[config.mk]
export PLATFORM = sky130hd
export DESIGN_NAME = matrix_keypad_scanner_unit_flat
export DESIGN_NICKNAME = d
export VERILOG_FILES = /design/src/kps_pkg.sv /design/src/kps_in_if.sv /design/src/kps_out_if.sv /design/src/kps_step.sv /design/src/matrix_keypad_scanner_unit.sv /design/src/flat_wrapper.sv
export SDC_FILE = /design/constraint.sdc
export NUM_CORES = 1
export LEC_CHECK = 0
export BUFFER_PORTS_ARGS = -buffer_cell sky130_fd_sc_hd__buf_2
export CAP_MARGIN = 20
export CORE_ASPECT_RATIO = 1.75
export CORE_MARGIN = 1.5
export CORE_UTILIZATION = 40
export CTS_CLUSTER_SIZE = 20
export DETAILED_ROUTE_END_ITERATION = 6
export GPL_TIMING_DRIVEN = 0
export SLEW_MARGIN = 0
export SYNTH_ARGS = -nofsm -noshare
export SYNTH_HDL_FRONTEND = slang
export SYNTH_HIERARCHICAL = 1
export SYNTH_SLANG_ARGS = --single-unit
export TNS_END_PERCENT = 100
[constraint.sdc]
create_clock -name clk -period 5.72 [get_ports clk]
set_input_delay 0.572 -clock clk [delete_from_list [all_inputs] [get_ports clk]]
set_output_delay 0.572 -clock clk [all_outputs]
set_load 0.02 [all_outputs]
[src/kps_pkg.sv]
`default_nettype none

package kps_pkg;

  localparam int unsigned TIME_W  = 32;
  localparam int unsigned MATRIX_W = 16;
  localparam int unsigned CODE_W  = 8;
  localparam int unsigned ROW_W   = 2;
  localparam int unsigned COL_W   = 2;
  localparam int unsigned KEYMAP_W = 64;
  localparam int unsigned CFG_IDX_W = 2;
  localparam int unsigned CFG_DATA_W = 64;

  localparam logic [TIME_W-1:0] DEBOUNCE_RESET = 32'd50;

  // Configuration register indexes.
  localparam logic [CFG_IDX_W-1:0] CFG_KEYMAP_LOW  = 2'd0;
  localparam logic [CFG_IDX_W-1:0] CFG_KEYMAP_HIGH = 2'd1;
  localparam logic [CFG_IDX_W-1:0] CFG_DEBOUNCE    = 2'd2;

  typedef struct packed {
    logic [ROW_W-1:0]  scan_row;
    logic              release_wait;
    logic [CODE_W-1:0] prev_key;
    logic [TIME_W-1:0] prev_time;
  } kps_state_t;

  typedef struct packed {
    logic              key_valid;
    logic [CODE_W-1:0] key_code;
    logic              awaiting_release;
  } kps_result_t;

endpackage

`default_nettype wire

[src/kps_in_if.sv]
`default_nettype none

interface kps_in_if;
  import kps_pkg::*;

  logic                valid;
  logic                ready;
  logic [TIME_W-1:0]   now_ms;
  logic [MATRIX_W-1:0] pressed_matrix;

  modport source (output valid, output now_ms, output pressed_matrix, input ready);
  modport sink   (input valid, input now_ms, input pressed_matrix, output ready);
endinterface

`default_nettype wire

[src/kps_out_if.sv]
`default_nettype none

interface kps_out_if;
  import kps_pkg::*;

  logic              valid;
  logic              ready;
  logic              key_valid;
  logic [CODE_W-1:0] key_code;
  logic              awaiting_release;

  modport source (output valid, output key_valid, output key_code,
                  output awaiting_release, input ready);
  modport sink   (input valid, input key_valid, input key_code,
                  input awaiting_release, output ready);
endinterface

`default_nettype wire

[src/kps_step.sv]
`default_nettype none

module kps_step
  import kps_pkg::*;
(
  input  var kps_state_t              state_cur,
  input  var logic [TIME_W-1:0]       now_ms,
  input  var logic [MATRIX_W-1:0]     pressed_matrix,
  input  var logic [2*KEYMAP_W-1:0]   keymap,
  input  var logic [TIME_W-1:0]       debounce_time,
  output kps_state_t                  state_nxt,
  output kps_result_t                 result
);

  logic [3:0]            row_cols;
  logic [COL_W-1:0]      col;
  logic [ROW_W+COL_W-1:0] key_idx;
  logic [CODE_W-1:0]     key_code;
  logic [TIME_W-1:0]     elapsed;
  logic                  report;

  assign row_cols = pressed_matrix[{state_cur.scan_row, 2'b00} +: 4];

  // Lowest pressed column wins.
  always_comb begin
    if (row_cols[0]) begin
      col = 2'd0;
    end else if (row_cols[1]) begin
      col = 2'd1;
    end else if (row_cols[2]) begin
      col = 2'd2;
    end else begin
      col = 2'd3;
    end
  end

  assign key_idx  = {state_cur.scan_row, col};
  assign key_code = keymap[{key_idx, 3'b000} +: CODE_W];
  assign elapsed  = now_ms - state_cur.prev_time;

  assign report = !state_cur.release_wait && (row_cols != 4'd0) &&
                  ((elapsed >= debounce_time) || (key_code != state_cur.prev_key));

  always_comb begin
    state_nxt = state_cur;
    if (state_cur.release_wait) begin
      if (pressed_matrix == '0) begin
        state_nxt.release_wait = 1'b0;
      end
    end else if (report) begin
      state_nxt.prev_key     = key_code;
      state_nxt.prev_time    = now_ms;
      state_nxt.release_wait = 1'b1;
    end else begin
      state_nxt.scan_row = state_cur.scan_row + 2'd1;
    end
  end

  assign result.key_valid        = report;
  assign result.key_code         = report ? key_code : '0;
  assign result.awaiting_release = state_nxt.release_wait;

endmodule

`default_nettype wire

[src/matrix_keypad_scanner_unit.sv]
`default_nettype none

// 4x4 key matrix scanner.
// Requests arrive on in_ch (valid/ready): each carries the current time in
// milliseconds and the sampled 16-bit pressed-key matrix. Every request yields
// exactly one result on out_ch: key_valid, key_code (zero when no key is
// reported) and awaiting_release, the release-wait flag after the update.
// The key table and debounce time are written through cfg_we/cfg_index/
// cfg_wdata; the user must write them only while no request is in flight,
// which the block itself does not enforce; index 3 is ignored. An accepted
// request is held in the input register, evaluated by kps_step and registered
// in the result register, which drives out_ch. One request is accepted per
// cycle unless out_ch stalls, a rate set by the scan state's loop through
// compare and table select. When the receiver stalls, the result register
// holds its value, the input register keeps one more request, and in_ch.ready
// drops once both are full. Reset (rst_n low, synchronous) empties both
// registers, sets the scan row and release wait to zero, clears the previous
// key and its time, clears the key table and sets the debounce time to 50 ms.
module matrix_keypad_scanner_unit
  import kps_pkg::*;
(
  input  var logic                  clk,
  input  var logic                  rst_n,
  kps_in_if.sink                    in_ch,
  kps_out_if.source                 out_ch,
  input  var logic                  cfg_we,
  input  var logic [CFG_IDX_W-1:0]  cfg_index,
  input  var logic [CFG_DATA_W-1:0] cfg_wdata
);

  // Configuration registers.
  logic [KEYMAP_W-1:0] keymap_low_r;
  logic [KEYMAP_W-1:0] keymap_high_r;
  logic [TIME_W-1:0]   debounce_r;

  // Input register.
  logic                in_v_r;
  logic [TIME_W-1:0]   now_r;
  logic [MATRIX_W-1:0] matrix_r;

  // Scan state and result register.
  kps_state_t  state_r;
  kps_state_t  state_nxt;
  kps_result_t result_nxt;
  kps_result_t result_r;
  logic        out_v_r;

  logic advance;
  logic take_in;

  // The evaluated request moves into the result register when that register
  // is empty or is being drained this cycle.
  assign advance = in_v_r && (!out_v_r || out_ch.ready);
  assign in_ch.ready = !in_v_r || advance;
  assign take_in = in_ch.valid && in_ch.ready;

  always_ff @(posedge clk) begin
    if (!rst_n) begin
      keymap_low_r  <= '0;
      keymap_high_r <= '0;
      debounce_r    <= DEBOUNCE_RESET;
    end else if (cfg_we) begin
      case (cfg_index)
        CFG_KEYMAP_LOW:  keymap_low_r  <= cfg_wdata;
        CFG_KEYMAP_HIGH: keymap_high_r <= cfg_wdata;
        CFG_DEBOUNCE:    debounce_r    <= cfg_wdata[TIME_W-1:0];
        default: ;
      endcase
    end
  end

  kps_step u_step (
    .state_cur      (state_r),
    .now_ms         (now_r),
    .pressed_matrix (matrix_r),
    .keymap         ({keymap_high_r, keymap_low_r}),
    .debounce_time  (debounce_r),
    .state_nxt      (state_nxt),
    .result         (result_nxt)
  );

  // Control state.
  always_ff @(posedge clk) begin
    if (!rst_n) begin
      in_v_r  <= 1'b0;
      out_v_r <= 1'b0;
      state_r <= '0;
    end else begin
      if (in_ch.ready) begin
        in_v_r <= in_ch.valid;
      end
      if (advance) begin
        out_v_r <= 1'b1;
        state_r <= state_nxt;
      end else if (out_ch.ready) begin
        out_v_r <= 1'b0;
      end
    end
  end

  // Payload registers.
  always_ff @(posedge clk) begin
    if (take_in) begin
      now_r    <= in_ch.now_ms;
      matrix_r <= in_ch.pressed_matrix;
    end
    if (advance) begin
      result_r <= result_nxt;
    end
  end

  assign out_ch.valid            = out_v_r;
  assign out_ch.key_valid        = result_r.key_valid;
  assign out_ch.key_code         = result_r.key_code;
  assign out_ch.awaiting_release = result_r.awaiting_release;

`ifndef SYNTHESIS
  // A reported key always starts release waiting.
  a_report_waits : assert property (@(posedge clk) disable iff (!rst_n)
    (out_v_r && result_r.key_valid) |-> result_r.awaiting_release)
    else $error("reported key without release wait");

  // The code is zero whenever no key is reported.
  a_code_zero : assert property (@(posedge clk) disable iff (!rst_n)
    (out_v_r && !result_r.key_valid) |-> (result_r.key_code == '0))
    else $error("nonzero code without a report");

  // Scan state only changes when a request is evaluated.
  a_state_hold : assert property (@(posedge clk) disable iff (!rst_n)
    (!advance) |=> $stable(state_r))
    else $error("scan state changed without a request");

  // A report records its code as the previous key.
  a_prev_key : assert property (@(posedge clk) disable iff (!rst_n)
    (advance && result_nxt.key_valid) |=> (state_r.prev_key == result_r.key_code))
    else $error("previous key not updated on report");
`endif

endmodule

`default_nettype wire
[src/flat_wrapper.sv]
// flat-port wrapper written by rule: the top's interface ports become plain ports
module matrix_keypad_scanner_unit_flat import kps_pkg::*;
  (clk, rst_n, cfg_we, cfg_index, cfg_wdata, in_ch_valid, in_ch_now_ms, in_ch_pressed_matrix, in_ch_ready, out_ch_valid, out_ch_key_valid, out_ch_key_code, out_ch_awaiting_release, out_ch_ready);
  kps_in_if in_ch_i ();
  kps_out_if out_ch_i ();
  input  var logic clk;
  input  var logic rst_n;
  input  var logic cfg_we;
  input  var logic [CFG_IDX_W-1:0] cfg_index;
  input  var logic [CFG_DATA_W-1:0] cfg_wdata;
  input wire logic [$bits(in_ch_i.valid)-1:0] in_ch_valid;
  input wire logic [$bits(in_ch_i.now_ms)-1:0] in_ch_now_ms;
  input wire logic [$bits(in_ch_i.pressed_matrix)-1:0] in_ch_pressed_matrix;
  output wire logic [$bits(in_ch_i.ready)-1:0] in_ch_ready;
  output wire logic [$bits(out_ch_i.valid)-1:0] out_ch_valid;
  output wire logic [$bits(out_ch_i.key_valid)-1:0] out_ch_key_valid;
  output wire logic [$bits(out_ch_i.key_code)-1:0] out_ch_key_code;
  output wire logic [$bits(out_ch_i.awaiting_release)-1:0] out_ch_awaiting_release;
  input wire logic [$bits(out_ch_i.ready)-1:0] out_ch_ready;
  assign in_ch_i.valid = in_ch_valid;
  assign in_ch_i.now_ms = in_ch_now_ms;
  assign in_ch_i.pressed_matrix = in_ch_pressed_matrix;
  assign in_ch_ready = in_ch_i.ready;
  assign out_ch_valid = out_ch_i.valid;
  assign out_ch_key_valid = out_ch_i.key_valid;
  assign out_ch_key_code = out_ch_i.key_code;
  assign out_ch_awaiting_release = out_ch_i.awaiting_release;
  assign out_ch_i.ready = out_ch_ready;
  matrix_keypad_scanner_unit u_core (.clk(clk), .rst_n(rst_n), .in_ch(in_ch_i), .out_ch(out_ch_i), .cfg_we(cfg_we), .cfg_index(cfg_index), .cfg_wdata(cfg_wdata));
endmodule
==> insert_results.sql, run 1 <==
INSERT INTO impl_metrics (metric_group, metric, value, unit) VALUES
('sta', 'worst_setup_skew_after_layout', '0.0129', 'ns'),
('global_route', 'overflow', '0', ''),
('floorplan', 'initial_utilization', '40.4', '%'),
('cells_and_area', 'diodes', '0', ''),
('sta', 'final.min_clock_period', '5.62', 'ns'),
('cells_and_area', 'final_core_util', '47.6', '%'),
('route', 'drt_pre_antenna_iters', '5', ''),
('power_and_ir_drop', 'power.static_leakage', '6.18', 'nW'),
('synth', 'syn-num-nets', '1687', ''),
('sta', 'report.final.setup_viol', '0', ''),
('outcome', 'outcome', 'finished clean', ''),
('sta', 'whs', '0.193', 'ns'),
('synth', 'syn-mean-instance-area', '9.00', 'µm²'),
('clock_network', 'insertion_delay', '0.55', 'ns'),
('synth', 'synth.yosys.warnings', '6', ''),
('clock_network', 'cts-htree-levels', '1', ''),
('placement', 'placedInstanceArea', '14800', 'µm²'),
('critical_path', 'worst-path-max-fanout', '5', ''),
('route', 'average_detailed_routed_wire_length_per_instance', '20.8', 'µm'),
('global_route', 'grt_first_pass_wirelength', '66300', 'µm'),
('sta', 'max_slew_margin', '26.9', '%'),
('flow_run', 'maxCapViolCount', '0', ''),
('clock_network', 'clock_tree.buffer_depth', '3', ''),
('floorplan', 'design.die.area', '35000', 'µm²'),
('power_and_ir_drop', 'power.clock.fraction', '34.9', '%'),
('synth', 'synthCells', '1504', ''),
('critical_path', 'critical_path_class', 'reg2reg', ''),
('placement', 'place.gp.congestion', '0.967', ''),
('synth', 'synth_enable_flop_cells', '58', ''),
('route', 'vias', '11765', ''),
('sta', 'max_slew.worst_pin.slew', '1.09', 'ns'),
('clock_network', 'ctsRootBufferMaster', 'sky130_fd_sc_hd__clkbuf_16', ''),
('global_route', 'first_global_vias', '11472', ''),
('synth', 'synthFlopType', 'sky130_fd_sc_hd__dfxtp_1', ''),
('min_path', 'hp-start', 'in_ch_now_ms[27]', ''),
('cells_and_area', 'fin_cells', '2150', ''),
('floorplan', 'die_h', '246', 'µm'),
('route', 'routed_wl', '44700', 'µm'),
('global_route', 'gr-usage-all-layers', '25.2', '%'),
('floorplan', 'fp.coreArea', '33500', 'µm²'),
('synth', 'async_flop_share', '0', '%'),
('clock_network', 'path_clk_slew', '0.06', 'ns'),
('power_and_ir_drop', 'seqPwrFrac', '39.4', '%'),
('synth', 'synth_top_cell_by_area', 'sky130_fd_sc_hd__dfxtp_1', ''),
('critical_path', 'setup.worst_path.end_class', 'flip-flop', ''),
('cells_and_area', 'finalNetCount', '1859', ''),
('power_and_ir_drop', 'power_switching_share', '29.2', '%'),
('critical_path', 'cp-start-kind', 'flip-flop', ''),
('clock_network', 'hold_bufs_at_cts', '0', ''),
('power_and_ir_drop', 'share_comb_of_total_power', '25.7', '%'),
('critical_path', 'critical_path.most_common_cell', 'sky130_fd_sc_hd__o211ai_1', ''),
('global_route', 'maximum_number_of_pins_on_one_net_before_global_route_repair', '33', ''),
('synth', 'netlist_area', '13500', 'µm²'),
('floorplan', 'num_rows', '89', ''),
('route', 'final_antenna_violating_net_count', '0', ''),
('critical_path', 'max_incr_delay_on_cp', '0.51', 'ns'),
('clock_network', 'cts_num_sinks', '263', ''),
('synth', 'synth.yosys.seq_area_share', '43.2', '%'),
('critical_path', 'worstPathBufferInverterCount', '4', ''),
('clock_network', 'cts_buffers', '26', ''),
('synth', 'synth_cell_type_count', '75', ''),
('sta', 'maximum_frequency_from_static_timing_analysis', '178', 'MHz'),
('cells_and_area', 'fraction_of_layout_cells_with_a_size_suffix_above_1', '18.5', '%'),
('route', 'initialDrtViolationCount', '659', ''),
('critical_path', 'critPathTopFamily', 'compound AO/OA/AOI/OAI gates', ''),
('sta', 'rsz0062_at_grt', 'true', ''),
('critical_path', 'startpoint_of_the_most_critical_setup_path', 'u_core/now_r[0]$_DFFE_PP_', ''),
('synth', 'synth-seq-cells', '263', ''),
('critical_path', 'cell_with_the_biggest_individual_delay_on_the_critical_path', 'sky130_fd_sc_hd__o211ai_1', ''),
('critical_path', 'critical_path.reg2reg.startpoint', 'u_core/now_r[0]$_DFFE_PP_', ''),
('min_path', 'min_path_type', 'in2reg', '');
==> power by group through the flow <==
stage	combinational, mW	sequential (mW)	clock, mW
after CTS	1.21	2.06	1.86
after global routing	1.46	2.07	1.92
after global placement	1.15	2.10	0
after floorplan	0.833	2.08	0
final	1.34	2.06	1.82
after detailed placement	1.18	2.10	0
==> layer usage <==
layer  wire [µm]  up-vias  global-route usage [%]  part of all wire [%]
met5           0        -                       0                     0
met4        2800        0                    14.1                   6.3
met3        1760       89                    2.59                   3.9
met2       24400      325                    49.4                    55
met1       15700     5646                    25.4                    35
li1            -     5705                       -                     -
==> final cells by class <==
cell class              instances  area [µm²]
inverters                      80         300
plain buffers                  98         484
repair buffers                145         823
well taps                     455         569
clock inverters                 7         116
fillers                      3243       17600
flip-flops and latches        263        5850
multi-input cells            1062        7030
clock buffers                  40         790
==> placed cells by master (no fill, tap or decap), types with 6 or more instances in the layout <==
cell type	count
sky130_fd_sc_hd__and3_1	6
sky130_fd_sc_hd__edfxtp_1	58
sky130_fd_sc_hd__a31oi_1	11
sky130_fd_sc_hd__nor2b_1	7
sky130_fd_sc_hd__xnor2_1	26
sky130_fd_sc_hd__o21ai_1	19
sky130_fd_sc_hd__dfxtp_1	205
sky130_fd_sc_hd__nand3_1	182
sky130_fd_sc_hd__nand4_1	11
sky130_fd_sc_hd__nor3_1	12
sky130_fd_sc_hd__o21ai_0	171
sky130_fd_sc_hd__buf_2	154
sky130_fd_sc_hd__a211oi_1	6
sky130_fd_sc_hd__mux2_2	45
sky130_fd_sc_hd__buf_1	14
sky130_fd_sc_hd__xor2_1	17
sky130_fd_sc_hd__o21a_1	6
sky130_fd_sc_hd__a21oi_1	57
sky130_fd_sc_hd__nand2_1	179
sky130_fd_sc_hd__nand2b_1	7
sky130_fd_sc_hd__a21o_1	23
sky130_fd_sc_hd__buf_4	12
sky130_fd_sc_hd__clkbuf_1	54
sky130_fd_sc_hd__buf_6	10
sky130_fd_sc_hd__mux2i_1	82
sky130_fd_sc_hd__inv_1	79
sky130_fd_sc_hd__ha_1	61
sky130_fd_sc_hd__o211ai_1	9
sky130_fd_sc_hd__clkbuf_16	29
sky130_fd_sc_hd__nor2_1	26
==> worst reg2reg max path, stage by stage (launching register included) <==
cell and delay, ns:
sky130_fd_sc_hd__edfxtp_1 0.39, sky130_fd_sc_hd__inv_1 0.07, sky130_fd_sc_hd__ha_2 0.17, sky130_fd_sc_hd__inv_2 0.04
sky130_fd_sc_hd__fa_2 0.34, sky130_fd_sc_hd__a21o_1 0.18, sky130_fd_sc_hd__a21oi_2 0.15, sky130_fd_sc_hd__o21ai_1 0.09
sky130_fd_sc_hd__a31o_2 0.29, sky130_fd_sc_hd__a311oi_4 0.34, sky130_fd_sc_hd__o211ai_1 0.17, sky130_fd_sc_hd__a31oi_1 0.21
sky130_fd_sc_hd__o21bai_1 0.09, sky130_fd_sc_hd__a21oi_1 0.17, sky130_fd_sc_hd__xnor2_1 0.15, sky130_fd_sc_hd__ha_1 0.27
sky130_fd_sc_hd__o21a_1 0.11, sky130_fd_sc_hd__o211ai_1 0.51, sky130_fd_sc_hd__o2111ai_2 0.25, sky130_fd_sc_hd__a2111oi_2 0.25
sky130_fd_sc_hd__nand4_1 0.16, sky130_fd_sc_hd__and3b_2 0.34, sky130_fd_sc_hd__buf_4 0.17, sky130_fd_sc_hd__clkbuf_16 0.16
sky130_fd_sc_hd__mux2_2 0.27, sky130_fd_sc_hd__nand2_1 0.06, sky130_fd_sc_hd__mux2i_1 0.07
==> logic make-up (layout without fill, tap and decap cells) <==
kind of cell / count (synthesis) / count (layout) / synth area share (%)
multiplexers: 136 / 136 / 11.0
buffers and inverters: 179 / 370 / 5.62
AO/OA/AOI/OAI: 353 / 353 / 15.3
AND/OR/NAND/NOR: 466 / 466 / 16.2
flip-flops: 263 / 263 / 43.2
adder cells (fa/ha/maj): 64 / 64 / 5.97
XOR/XNOR: 43 / 43 / 2.78
==> per-stage QoR <==
stage | total power [mW] | setup slack [ns]
5_1_grt | 5.45 | -0.217
6_report | 5.22 | 0.104
4_1_cts | 5.13 | -0.0153
3_3_place_gp | 3.25 | -0.789
3_5_place_dp | 3.28 | -0.853
2_1_floorplan | 2.92 | 0.761
==> timing repair <==
action / CTS / global route
buffers inserted: 4 / 10
cloned: 0 / 1
setup endpoints to repair: 53 / 52
endpoints found under the hold margin: 0 / 0
pin swaps: 12 / 2
resized for setup: 15 / 26
==> state kept, by name (all words and copies together), names as in the netlist, 8 cells and up <==
signal                  flops
u_core/keymap_high_r       64
u_core/keymap_low_r        64
u_core/state_r             43
u_core/debounce_r          32
u_core/now_r               32
u_core/matrix_r            16
u_core/out_ch.key_code      8
==> synthesized netlist by cell type, types with 27 or more instances <==
library cell	count
sky130_fd_sc_hd__dfxtp_1	205
sky130_fd_sc_hd__mux2i_1	82
sky130_fd_sc_hd__clkbuf_1	47
sky130_fd_sc_hd__nand2_1	181
sky130_fd_sc_hd__ha_1	63
sky130_fd_sc_hd__inv_1	80
sky130_fd_sc_hd__nand3_1	182
sky130_fd_sc_hd__o21ai_0	173
sky130_fd_sc_hd__edfxtp_1	58
sky130_fd_sc_hd__mux2_2	46
sky130_fd_sc_hd__buf_2	27
sky130_fd_sc_hd__a21oi_1	58
==> path summary, 6_finish.rpt <==
kind | endpoint | slack (ns) | cells past startpoint
worst max-delay path | u_core/state_r[37]$_SDFFE_PN0P_ | 0.10 | 26
worst max register to register | u_core/state_r[37]$_SDFFE_PN0P_ | 0.10 | 26
worst min register to register | u_core/keymap_low_r[46]$_SDFFE_PN0P_ | 0.46 | 2
worst min-delay path | u_core/now_r[27]$_DFFE_PP_ | 0.19 | 1
(Power assumes the default switching activity.)
==> run 2: changes to the inputs <==
--- a/config.mk
+++ b/config.mk
@@ -7,7 +7,7 @@
 export LEC_CHECK = 0
 export BUFFER_PORTS_ARGS = -buffer_cell sky130_fd_sc_hd__buf_2
 export CAP_MARGIN = 20
-export CORE_ASPECT_RATIO = 1.75
+export CORE_ASPECT_RATIO = 0.8
 export CORE_MARGIN = 1.5
 export CORE_UTILIZATION = 40
 export CTS_CLUSTER_SIZE = 20
@@ -16,6 +16,5 @@
 export SLEW_MARGIN = 0
 export SYNTH_ARGS = -nofsm -noshare
 export SYNTH_HDL_FRONTEND = slang
-export SYNTH_HIERARCHICAL = 1
 export SYNTH_SLANG_ARGS = --single-unit
 export TNS_END_PERCENT = 100
==> constraint.sdc (replaced) <==
create_clock -name clk -period 6.7 [get_ports clk]
set_input_delay 0.67 -clock clk [delete_from_list [all_inputs] [get_ports clk]]
set_output_delay 0.67 -clock clk [all_outputs]
set_load 0.02 [all_outputs]
==> run 2 against run 1 <==
Via count fell by 2.0%. Global-route usage fell by 1.7 points. Sequential share of layout area rose by 1.4 points. Non-clock buffer count fell by 25. Register-to-register slack improved by 0.33 ns. Clock skew rose by 0.0015 ns.
==> insert_results.sql, run 2 <==
INSERT INTO impl_metrics (metric_group, metric, value, unit) VALUES
('power_and_ir_drop', 'share_comb_of_total_power', '19.2', '%'),
('route', 'routed_wl', '40400', 'µm'),
('outcome', 'outcome', 'finished clean', ''),
('sta', 'max_slew.worst_pin.slew', '0.877', 'ns'),
('cells_and_area', 'reg_top3', 'u_core.keymap_high_r: 64 flops, u_core.keymap_low_r: 64 flops, u_core.state_r: 43 flops', ''),
('placement', 'place.gp.congestion', '0.980', ''),
('synth', 'synth-seq-cells', '263', ''),
('route', 'final_antenna_violating_net_count', '0', ''),
('clock_network', 'cts-htree-levels', '1', ''),
('critical_path', 'setup.worst_path.end_class', 'flip-flop', ''),
('route', 'drt-vias-per-instance', '5.28', ''),
('critical_path', 'worst_ep_arrival', '6.52', 'ns'),
('sta', 'layout_worst_path_cycle_share', '93.5', '%'),
('synth', 'syn-mean-instance-area', '8.45', 'µm²'),
('synth', 'async_flop_share', '0', '%'),
('critical_path', 'worstPathRequired', '6.95', 'ns'),
('clock_network', 'ctsRootBufferMaster', 'sky130_fd_sc_hd__clkbuf_16', ''),
('critical_path', 'critical_path.reg2reg.startpoint', 'u_core.now_r[0]$_DFFE_PP_', ''),
('synth', 'synthCells', '1570', ''),
('floorplan', 'die_x', '207', 'µm'),
('clock_network', 'post_cts.resized_instances', '0', ''),
('placement', 'detailed_placer_s_ending_hpwl', '31200', 'µm'),
('min_path', 'hp-start', 'in_ch_pressed_matrix[0]', ''),
('global_route', 'grt_first_pass_wirelength', '61800', 'µm'),
('power_and_ir_drop', 'power_density', '262', 'nW/µm²'),
('cells_and_area', 'area.growth.synth_to_final', '15.7', '%'),
('flow_run', 'maxCapViolCount', '0', ''),
('clock_network', 'cts_setup_buffers', '0', ''),
('critical_path', 'worst-path-max-fanout', '9', ''),
('synth', 'post-synth-top-count-cell', 'sky130_fd_sc_hd__nand2_1', ''),
('cells_and_area', 'finalNetCount', '1914', ''),
('synth', 'post_synth_fa_ha_maj_area_fraction', '6.09', '%'),
('synth', 'synth-compound-area-share', '16.4', '%'),
('clock_network', 'cts_buffers', '28', ''),
('power_and_ir_drop', 'power.clock.fraction', '37.5', '%'),
('global_route', 'antenna_found_initial', '3', ''),
('sta', 'finalHoldViolCount', '0', ''),
('floorplan', 'io-pin-count', '131', ''),
('global_route', 'first_global_vias', '10675', ''),
('synth', 'synth.yosys.seq_area_share', '44.0', '%'),
('sta', 'worst_setup_skew_after_layout', '0.0144', 'ns'),
('clock_network', 'tritoncts', 'built', ''),
('synth', 'synth_top_cell_by_area', 'sky130_fd_sc_hd__dfxtp_1', ''),
('clock_network', 'path_clk_slew', '0.06', 'ns'),
('synth', 'syn-num-nets', '1753', ''),
('placement', 'detailedPlace.worstSlack', '0.324', 'ns'),
('synth', 'synth_cell_type_count', '73', ''),
('clock_network', 'hold_bufs_at_cts', '0', ''),
('sta', 'rsz0062_at_grt', 'false', ''),
('sta', 'maximum_frequency_from_static_timing_analysis', '160', 'MHz'),
('sta', 'final.min_clock_period', '6.27', 'ns'),
('sta', 'slew_violations', '0', ''),
('sta', 'max_slew_margin', '41.5', '%'),
('placement', 'place.port_buffers', '129', ''),
('cells_and_area', 'fraction_of_layout_cells_with_a_size_suffix_above_1', '12.4', '%'),
('synth', 'synthFlopType', 'sky130_fd_sc_hd__dfxtp_1', ''),
('route', 'drt_pre_antenna_iters', '5', ''),
('min_path', 'min_path_type', 'in2reg', ''),
('critical_path', 'startpoint_of_the_most_critical_setup_path', 'u_core.now_r[0]$_DFFE_PP_', ''),
('synth', 'netlist_top_cells_count', '433 x sky130_fd_sc_hd__nand2_1, 215 x sky130_fd_sc_hd__a21oi_1, 205 x sky130_fd_sc_hd__dfxtp_1', ''),
('synth', 'post_synth_mux_area_share', '7.27', '%'),
('synth', 'synth_top_cell_area_share', '30.9', '%'),
('sta', 'worst_slack', '0.433', 'ns'),
('global_route', 'overflow', '0', ''),
('cells_and_area', 'mostFrequentLayoutCell', 'sky130_fd_sc_hd__nand2_1', ''),
('floorplan', 'design.die.area', '34300', 'µm²'),
('clock_network', 'clock_tree.buffer_depth', '3', ''),
('route', 'vias', '11528', ''),
('synth', 'synth.yosys.warnings', '0', ''),
('power_and_ir_drop', 'netSwitchingPower', '1.17', 'mW'),
('sta', 'report.final.setup_viol', '0', ''),
('global_route', 'gr-usage-all-layers', '23.5', '%'),
('clock_network', 'insertion_delay', '0.56', 'ns'),
('floorplan', 'fp.coreArea', '32600', 'µm²'),
('power_and_ir_drop', 'seqPwrFrac', '43.3', '%'),
('critical_path', 'cp-start-kind', 'flip-flop', ''),
('synth', 'netlist_top_cells_area', 'sky130_fd_sc_hd__dfxtp_1 31%, sky130_fd_sc_hd__edfxtp_1 13%, sky130_fd_sc_hd__nand2_1 12%', ''),
('synth', 'post_synth_simple_gate_area', '18.6', '%'),
('global_route', 'maximum_number_of_pins_on_one_net_before_global_route_repair', '39', ''),
('placement', 'placedInstanceArea', '14500', 'µm²'),
('route', 'average_detailed_routed_wire_length_per_instance', '18.5', 'µm'),
('power_and_ir_drop', 'cell_internal_pwr', '2.86', 'mW'),
('power_and_ir_drop', 'power.static_leakage', '5.75', 'nW'),
('floorplan', 'die_h', '166', 'µm'),
('route', 'drc', '0', ''),
('power_and_ir_drop', 'power_switching_share', '29.0', '%'),
('cells_and_area', 'design_area', '15400', 'µm²'),
('critical_path', 'critical_path_class', 'reg2reg', ''),
('synth', 'netlist_area', '13300', 'µm²'),
('power_and_ir_drop', 'ir_drop_worst_case_vdd', '0.180', 'mV'),
('synth', 'synth_xor_area_share', '2.24', '%'),
('route', 'initialDrtViolationCount', '983', ''),
('floorplan', 'num_rows', '59', ''),
('cells_and_area', 'final_cell_mix', '433 x sky130_fd_sc_hd__nand2_1, 215 x sky130_fd_sc_hd__a21oi_1, 205 x sky130_fd_sc_hd__dfxtp_1', ''),
('clock_network', 'cts_num_sinks', '263', ''),
('synth', 'synth_enable_flop_cells', '58', ''),
('synth', 'largest_family_of_logic_cells_by_synthesized_area', 'simple AND/OR/NAND/NOR gates', ''),
('floorplan', 'initial_utilization', '40.7', '%');
-- run 2: layout make-up --
type / instances / area, µm²
flip-flops and latches: 263 / 5850
fillers: 3230 / 17300
well taps: 427 / 534
inverters: 88 / 330
plain buffers: 87 / 388
clock buffers: 46 / 850
diodes: 3 / 7.51
multi-input cells: 1132 / 6710
clock inverters: 5 / 25.0
repair buffers: 131 / 671
-- run 2: per-layer routing --
metal	vias to the layer above	wire length (µm)	GRT usage [%]
li1	5710	-	-
met1	5395	20000	36.0
met2	362	16200	32.0
met3	61	3350	6.71
met4	0	887	5.32
met5	-	0	0
-- run 2: through the flow --
step | power, mW | setup TNS (ns) | hold WS, ns | util [%] | std cells
floorplan | 2.29 | 0 | 0.431 | - | 1570
global placement | 2.53 | -5.56 | 0.439 | 44.3 | 2126
detailed placement | 2.54 | 0 | 0.447 | 44.4 | 2128
CTS | 4.05 | 0 | 0.259 | 47.1 | 2179
global route | 4.22 | 0 | 0.258 | 47.1 | 2181
finish | 4.03 | 0 | 0.279 | 47.1 | 2182
-- run 2: cells by family after synthesis --
family          count (synthesis)
mux                            87
flops                         263
simple gates                  582
xor+xnor                       34
fa+ha+maj                      64
compound gates                365
buf+inv                       175
-- run 2: worst max-delay path: stages (launching register included) --
cell,delay [ns]
sky130_fd_sc_hd__edfxtp_1,0.38
sky130_fd_sc_hd__inv_1,0.07
sky130_fd_sc_hd__ha_1,0.16
sky130_fd_sc_hd__inv_1,0.05
sky130_fd_sc_hd__fa_1,0.39
sky130_fd_sc_hd__a21o_1,0.18
sky130_fd_sc_hd__a21o_1,0.22
sky130_fd_sc_hd__a31oi_1,0.28
sky130_fd_sc_hd__o31a_1,0.26
sky130_fd_sc_hd__or3_1,0.19
sky130_fd_sc_hd__a32o_1,0.34
sky130_fd_sc_hd__o311ai_1,0.18
sky130_fd_sc_hd__a31o_2,0.27
sky130_fd_sc_hd__a21oi_1,0.17
sky130_fd_sc_hd__xnor2_1,0.15
sky130_fd_sc_hd__ha_1,0.27
sky130_fd_sc_hd__nand2_1,0.07
sky130_fd_sc_hd__nor3_1,0.09
sky130_fd_sc_hd__a221oi_1,0.34
sky130_fd_sc_hd__o311ai_0,0.22
sky130_fd_sc_hd__nor3_1,0.23
sky130_fd_sc_hd__or4b_4,0.54
sky130_fd_sc_hd__o31ai_4,0.44
sky130_fd_sc_hd__nand2b_1,0.16
sky130_fd_sc_hd__buf_2,0.20
sky130_fd_sc_hd__a211oi_1,0.09
-- run 2: worst paths after layout --
path	endpoint	slack (ns)	cells after the start
worst min-delay path	u_core.matrix_r[0]$_DFFE_PP_	0.28	1
worst max register to register	u_core.out_ch.key_code[3]$_SDFFCE_PN0P_	0.43	25
worst min register to register	u_core.keymap_low_r[50]$_SDFFE_PN0P_	0.45	2
worst max-delay path	u_core.out_ch.key_code[3]$_SDFFCE_PN0P_	0.43	25
-- run 2: power groups by stage --
stage	sequential, mW	clock [mW]	combinational, mW
4_1_cts	1.74	1.54	0.767
6_report	1.75	1.51	0.773
5_1_grt	1.75	1.61	0.859
3_3_place_gp	1.78	0	0.749
2_1_floorplan	1.77	0	0.527
3_5_place_dp	1.78	0	0.761
==> run 3: changes to the inputs <==
--- a/config.mk
+++ b/config.mk
@@ -12,7 +12,6 @@
 export CORE_UTILIZATION = 40
 export CTS_CLUSTER_SIZE = 20
 export DETAILED_ROUTE_END_ITERATION = 6
-export GPL_TIMING_DRIVEN = 0
 export SLEW_MARGIN = 0
 export SYNTH_ARGS = -nofsm -noshare
 export SYNTH_HDL_FRONTEND = slang
==> run 3 against run 2 <==
Sequential cell count is the same. Sequential power is essentially flat. Clock skew grew 0.0026 ns. Design area shrank 1.4%. Combinational power shrank 4.3%. Register-to-register slack gained 0.33 ns. Worst setup slack gained 0.33 ns. Clock-buffer cell count shrank 7. Largest power group unchanged. Highest routed layer unchanged.
==> insert_results.sql, run 3 (synthesized netlist as in run 2, its figures left out) <==
INSERT INTO impl_metrics (metric_group, metric, value, unit) VALUES
('global_route', 'grt_first_pass_wirelength', '56800', 'µm'),
('sta', 'layout_worst_path_cycle_share', '88.6', '%'),
('sta', 'report.final.setup_viol', '0', ''),
('cells_and_area', 'area.growth.synth_to_final', '14.2', '%'),
('clock_network', 'cts_setup_buffers', '0', ''),
('clock_network', 'cts_num_sinks', '263', ''),
('floorplan', 'die_h', '166', 'µm'),
('floorplan', 'io-pin-count', '131', ''),
('clock_network', 'cts_buffers', '29', ''),
('route', 'drt-vias-per-instance', '5.30', ''),
('placement', 'detailedPlace.worstSlack', '0.765', 'ns'),
('clock_network', 'cts-htree-levels', '1', ''),
('cells_and_area', 'fraction_of_layout_cells_with_a_size_suffix_above_1', '12.8', '%'),
('critical_path', 'worst_r2r_path_depth', '21', ''),
('sta', 'slew_violations', '0', ''),
('clock_network', 'hold_bufs_at_cts', '0', ''),
('sta', 'whs', '0.287', 'ns'),
('sta', 'maximum_frequency_from_static_timing_analysis', '168', 'MHz'),
('cells_and_area', 'fillerInstances', '3237', ''),
('sta', 'worst_setup_skew_after_layout', '0.0170', 'ns'),
('cells_and_area', 'area_occupied_by_multi_input_gates', '6720', 'µm²'),
('clock_network', 'ctsRootBufferMaster', 'sky130_fd_sc_hd__clkbuf_16', ''),
('sta', 'rsz0062_at_grt', 'false', ''),
('placement', 'place.port_buffers', '130', ''),
('clock_network', 'tritoncts', 'built', ''),
('critical_path', 'regToRegSetupSlack', '0.76', 'ns'),
('critical_path', 'worst-path-max-fanout', '9', ''),
('critical_path', 'startpoint_of_the_most_critical_setup_path', 'u_core.now_r[1]$_DFFE_PP_', ''),
('sta', 'final.min_clock_period', '5.94', 'ns'),
('floorplan', 'design.die.area', '34300', 'µm²'),
('critical_path', 'worstPathBufferInverterCount', '0', ''),
('route', 'average_detailed_routed_wire_length_per_instance', '17.2', 'µm'),
('route', 'vias', '11171', ''),
('power_and_ir_drop', 'power.static_leakage', '5.68', 'nW'),
('placement', 'detailed_placer_s_ending_hpwl', '25600', 'µm'),
('clock_network', 'post_cts.resized_instances', '0', ''),
('cells_and_area', 'reg_top3', 'u_core.keymap_high_r: 64 flops, u_core.keymap_low_r: 64 flops, u_core.state_r: 43 flops', ''),
('global_route', 'grtUsageMet3', '3.85', '%'),
('sta', 'max_slew.worst_pin.slew', '0.961', 'ns'),
('critical_path', 'max_incr_delay_on_cp', '0.52', 'ns'),
('cells_and_area', 'final_core_util', '46.4', '%'),
('floorplan', 'num_rows', '59', ''),
('global_route', 'grt-busiest-layer', 'met1', ''),
('critical_path', 'reg2reg_to', 'u_core.out_ch.key_code[3]$_SDFFCE_PN0P_', ''),
('critical_path', 'worstPathRequired', '6.99', 'ns'),
('outcome', 'outcome', 'finished clean', ''),
('floorplan', 'initial_utilization', '40.7', '%'),
('sta', 'finalHoldViolCount', '0', ''),
('route', 'drc', '0', ''),
('placement', 'place.gp.congestion', '0.937', ''),
('critical_path', 'cp-start-kind', 'flip-flop', ''),
('route', 'routed_wl', '36300', 'µm'),
('global_route', 'gr-usage-all-layers', '20.9', '%'),
('global_route', 'first_global_vias', '10182', ''),
('global_route', 'overflow', '0', ''),
('clock_network', 'path_clk_slew', '0.06', 'ns'),
('min_path', 'hp-start', 'in_ch_now_ms[20]', ''),
('power_and_ir_drop', 'ir_drop_worst_case_vdd', '0.210', 'mV'),
('cells_and_area', 'diodes', '0', ''),
('floorplan', 'die_x', '207', 'µm'),
('global_route', 'antenna_found_initial', '0', ''),
('sta', 'setup-tns-final', '0', 'ns'),
('sta', 'max_slew_margin', '35.8', '%'),
('global_route', 'global_route.usage.met2', '29.6', '%'),
('critical_path', 'setup.worst_path.end_class', 'flip-flop', ''),
('clock_network', 'clock_tree.buffer_depth', '3', ''),
('power_and_ir_drop', 'power_density', '269', 'nW/µm²'),
('global_route', 'maximum_number_of_pins_on_one_net_before_global_route_repair', '85', ''),
('critical_path', 'critical_path.reg2reg.startpoint', 'u_core.now_r[1]$_DFFE_PP_', ''),
('min_path', 'min_path_type', 'in2reg', ''),
('route', 'drt_pre_antenna_iters', '5', ''),
('critical_path', 'critical_path.most_common_cell', 'sky130_fd_sc_hd__o21ai_0', ''),
('critical_path', 'ordered_list_of_cells_on_the_worst_path', 'ha_1, nor2b_1, o21ai_0, a21boi_0, o21ai_0, o21ai_0, o211a_1, a2111o_1, a31o_2, a21oi_1, xnor2_1, ha_1, nand2_1, nor3_1, a221oi_1, o311ai_0, nor3_1, or4b_4, o31ai_4, nand2b_1, a211oi_1', ''),
('critical_path', 'path_depth', '21', ''),
('route', 'initialDrtViolationCount', '909', ''),
('clock_network', 'insertion_delay', '0.56', 'ns'),
('flow_run', 'maxCapViolCount', '0', ''),
('sta', 'worst_slack', '0.765', 'ns'),
('floorplan', 'fp.coreArea', '32600', 'µm²'),
('global_route', 'gr-usage-met1', '32.6', '%'),
('cells_and_area', 'register_area', '5850', 'µm²'),
('cells_and_area', 'finalNetCount', '1844', ''),
('critical_path', 'cell_with_the_biggest_individual_delay_on_the_critical_path', 'sky130_fd_sc_hd__or4b_4', ''),
('critical_path', 'cp-endpoint', 'u_core.out_ch.key_code[3]$_SDFFCE_PN0P_', ''),
('route', 'final_antenna_violating_net_count', '0', ''),
('cells_and_area', 'mostFrequentLayoutCell', 'sky130_fd_sc_hd__nand2_1', ''),
('critical_path', 'worst_ep_arrival', '6.23', 'ns'),
('critical_path', 'critPathTopFamily', 'compound AO/OA/AOI/OAI gates', ''),
('critical_path', 'critical_path_class', 'reg2reg', ''),
('cells_and_area', 'final_cell_mix', '433 x sky130_fd_sc_hd__nand2_1, 215 x sky130_fd_sc_hd__a21oi_1, 205 x sky130_fd_sc_hd__dfxtp_1', '');
-- run 3: metal layers --
| layer | share of wire (%) | up-vias |
|---|---|---|
| li1 | - | 5582 |
| met5 | 0 | - |
| met1 | 50 | 5224 |
| met4 | 1.9 | 0 |
| met3 | 6.8 | 46 |
| met2 | 42 | 319 |
-- run 3: worst min path at each step --
stage | endpoint | slack [ns] | cells past startpoint
finish | u_core.now_r[20]$_DFFE_PP_ | 0.29 | 1
global placement | u_core.keymap_high_r[63]$_SDFFE_PN0P_ | 0.44 | 2
global route | u_core.now_r[19]$_DFFE_PP_ | 0.26 | 1
CTS | u_core.now_r[19]$_DFFE_PP_ | 0.26 | 1
floorplan | u_core.keymap_low_r[43]$_SDFFE_PN0P_ | 0.43 | 2
detailed placement | u_core.keymap_low_r[39]$_SDFFE_PN0P_ | 0.44 | 2
-- run 3: per-stage QoR --
| stage | instances | cell area, µm² | total power [mW] |
|---|---|---|---|
| after floorplan | 1570 | 13300 | 2.29 |
| after global placement | 2056 | 14200 | 2.50 |
| after detailed placement | 2057 | 14200 | 2.51 |
| after CTS | 2108 | 15200 | 4.11 |
| after global routing | 2108 | 15200 | 4.28 |
| final | 2108 | 15200 | 4.08 |
-- run 3: power by group --
group | switching, mW | internal, mW
Sequential | 0.0476 | 1.70
Combinational | 0.444 | 0.296
Clock | 0.647 | 0.948
Total | 1.14 | 2.94
-- run 3: area by class of cell --
type | instances | area share (%)
multi-input combinational | 1132 | 44.3
sequential | 263 | 38.6
timing repair buffer | 147 | 5.27
clock buffer | 39 | 5.04
tap | 427 | 3.53
inverter | 88 | 2.20
clock inverter | 12 | 1.08
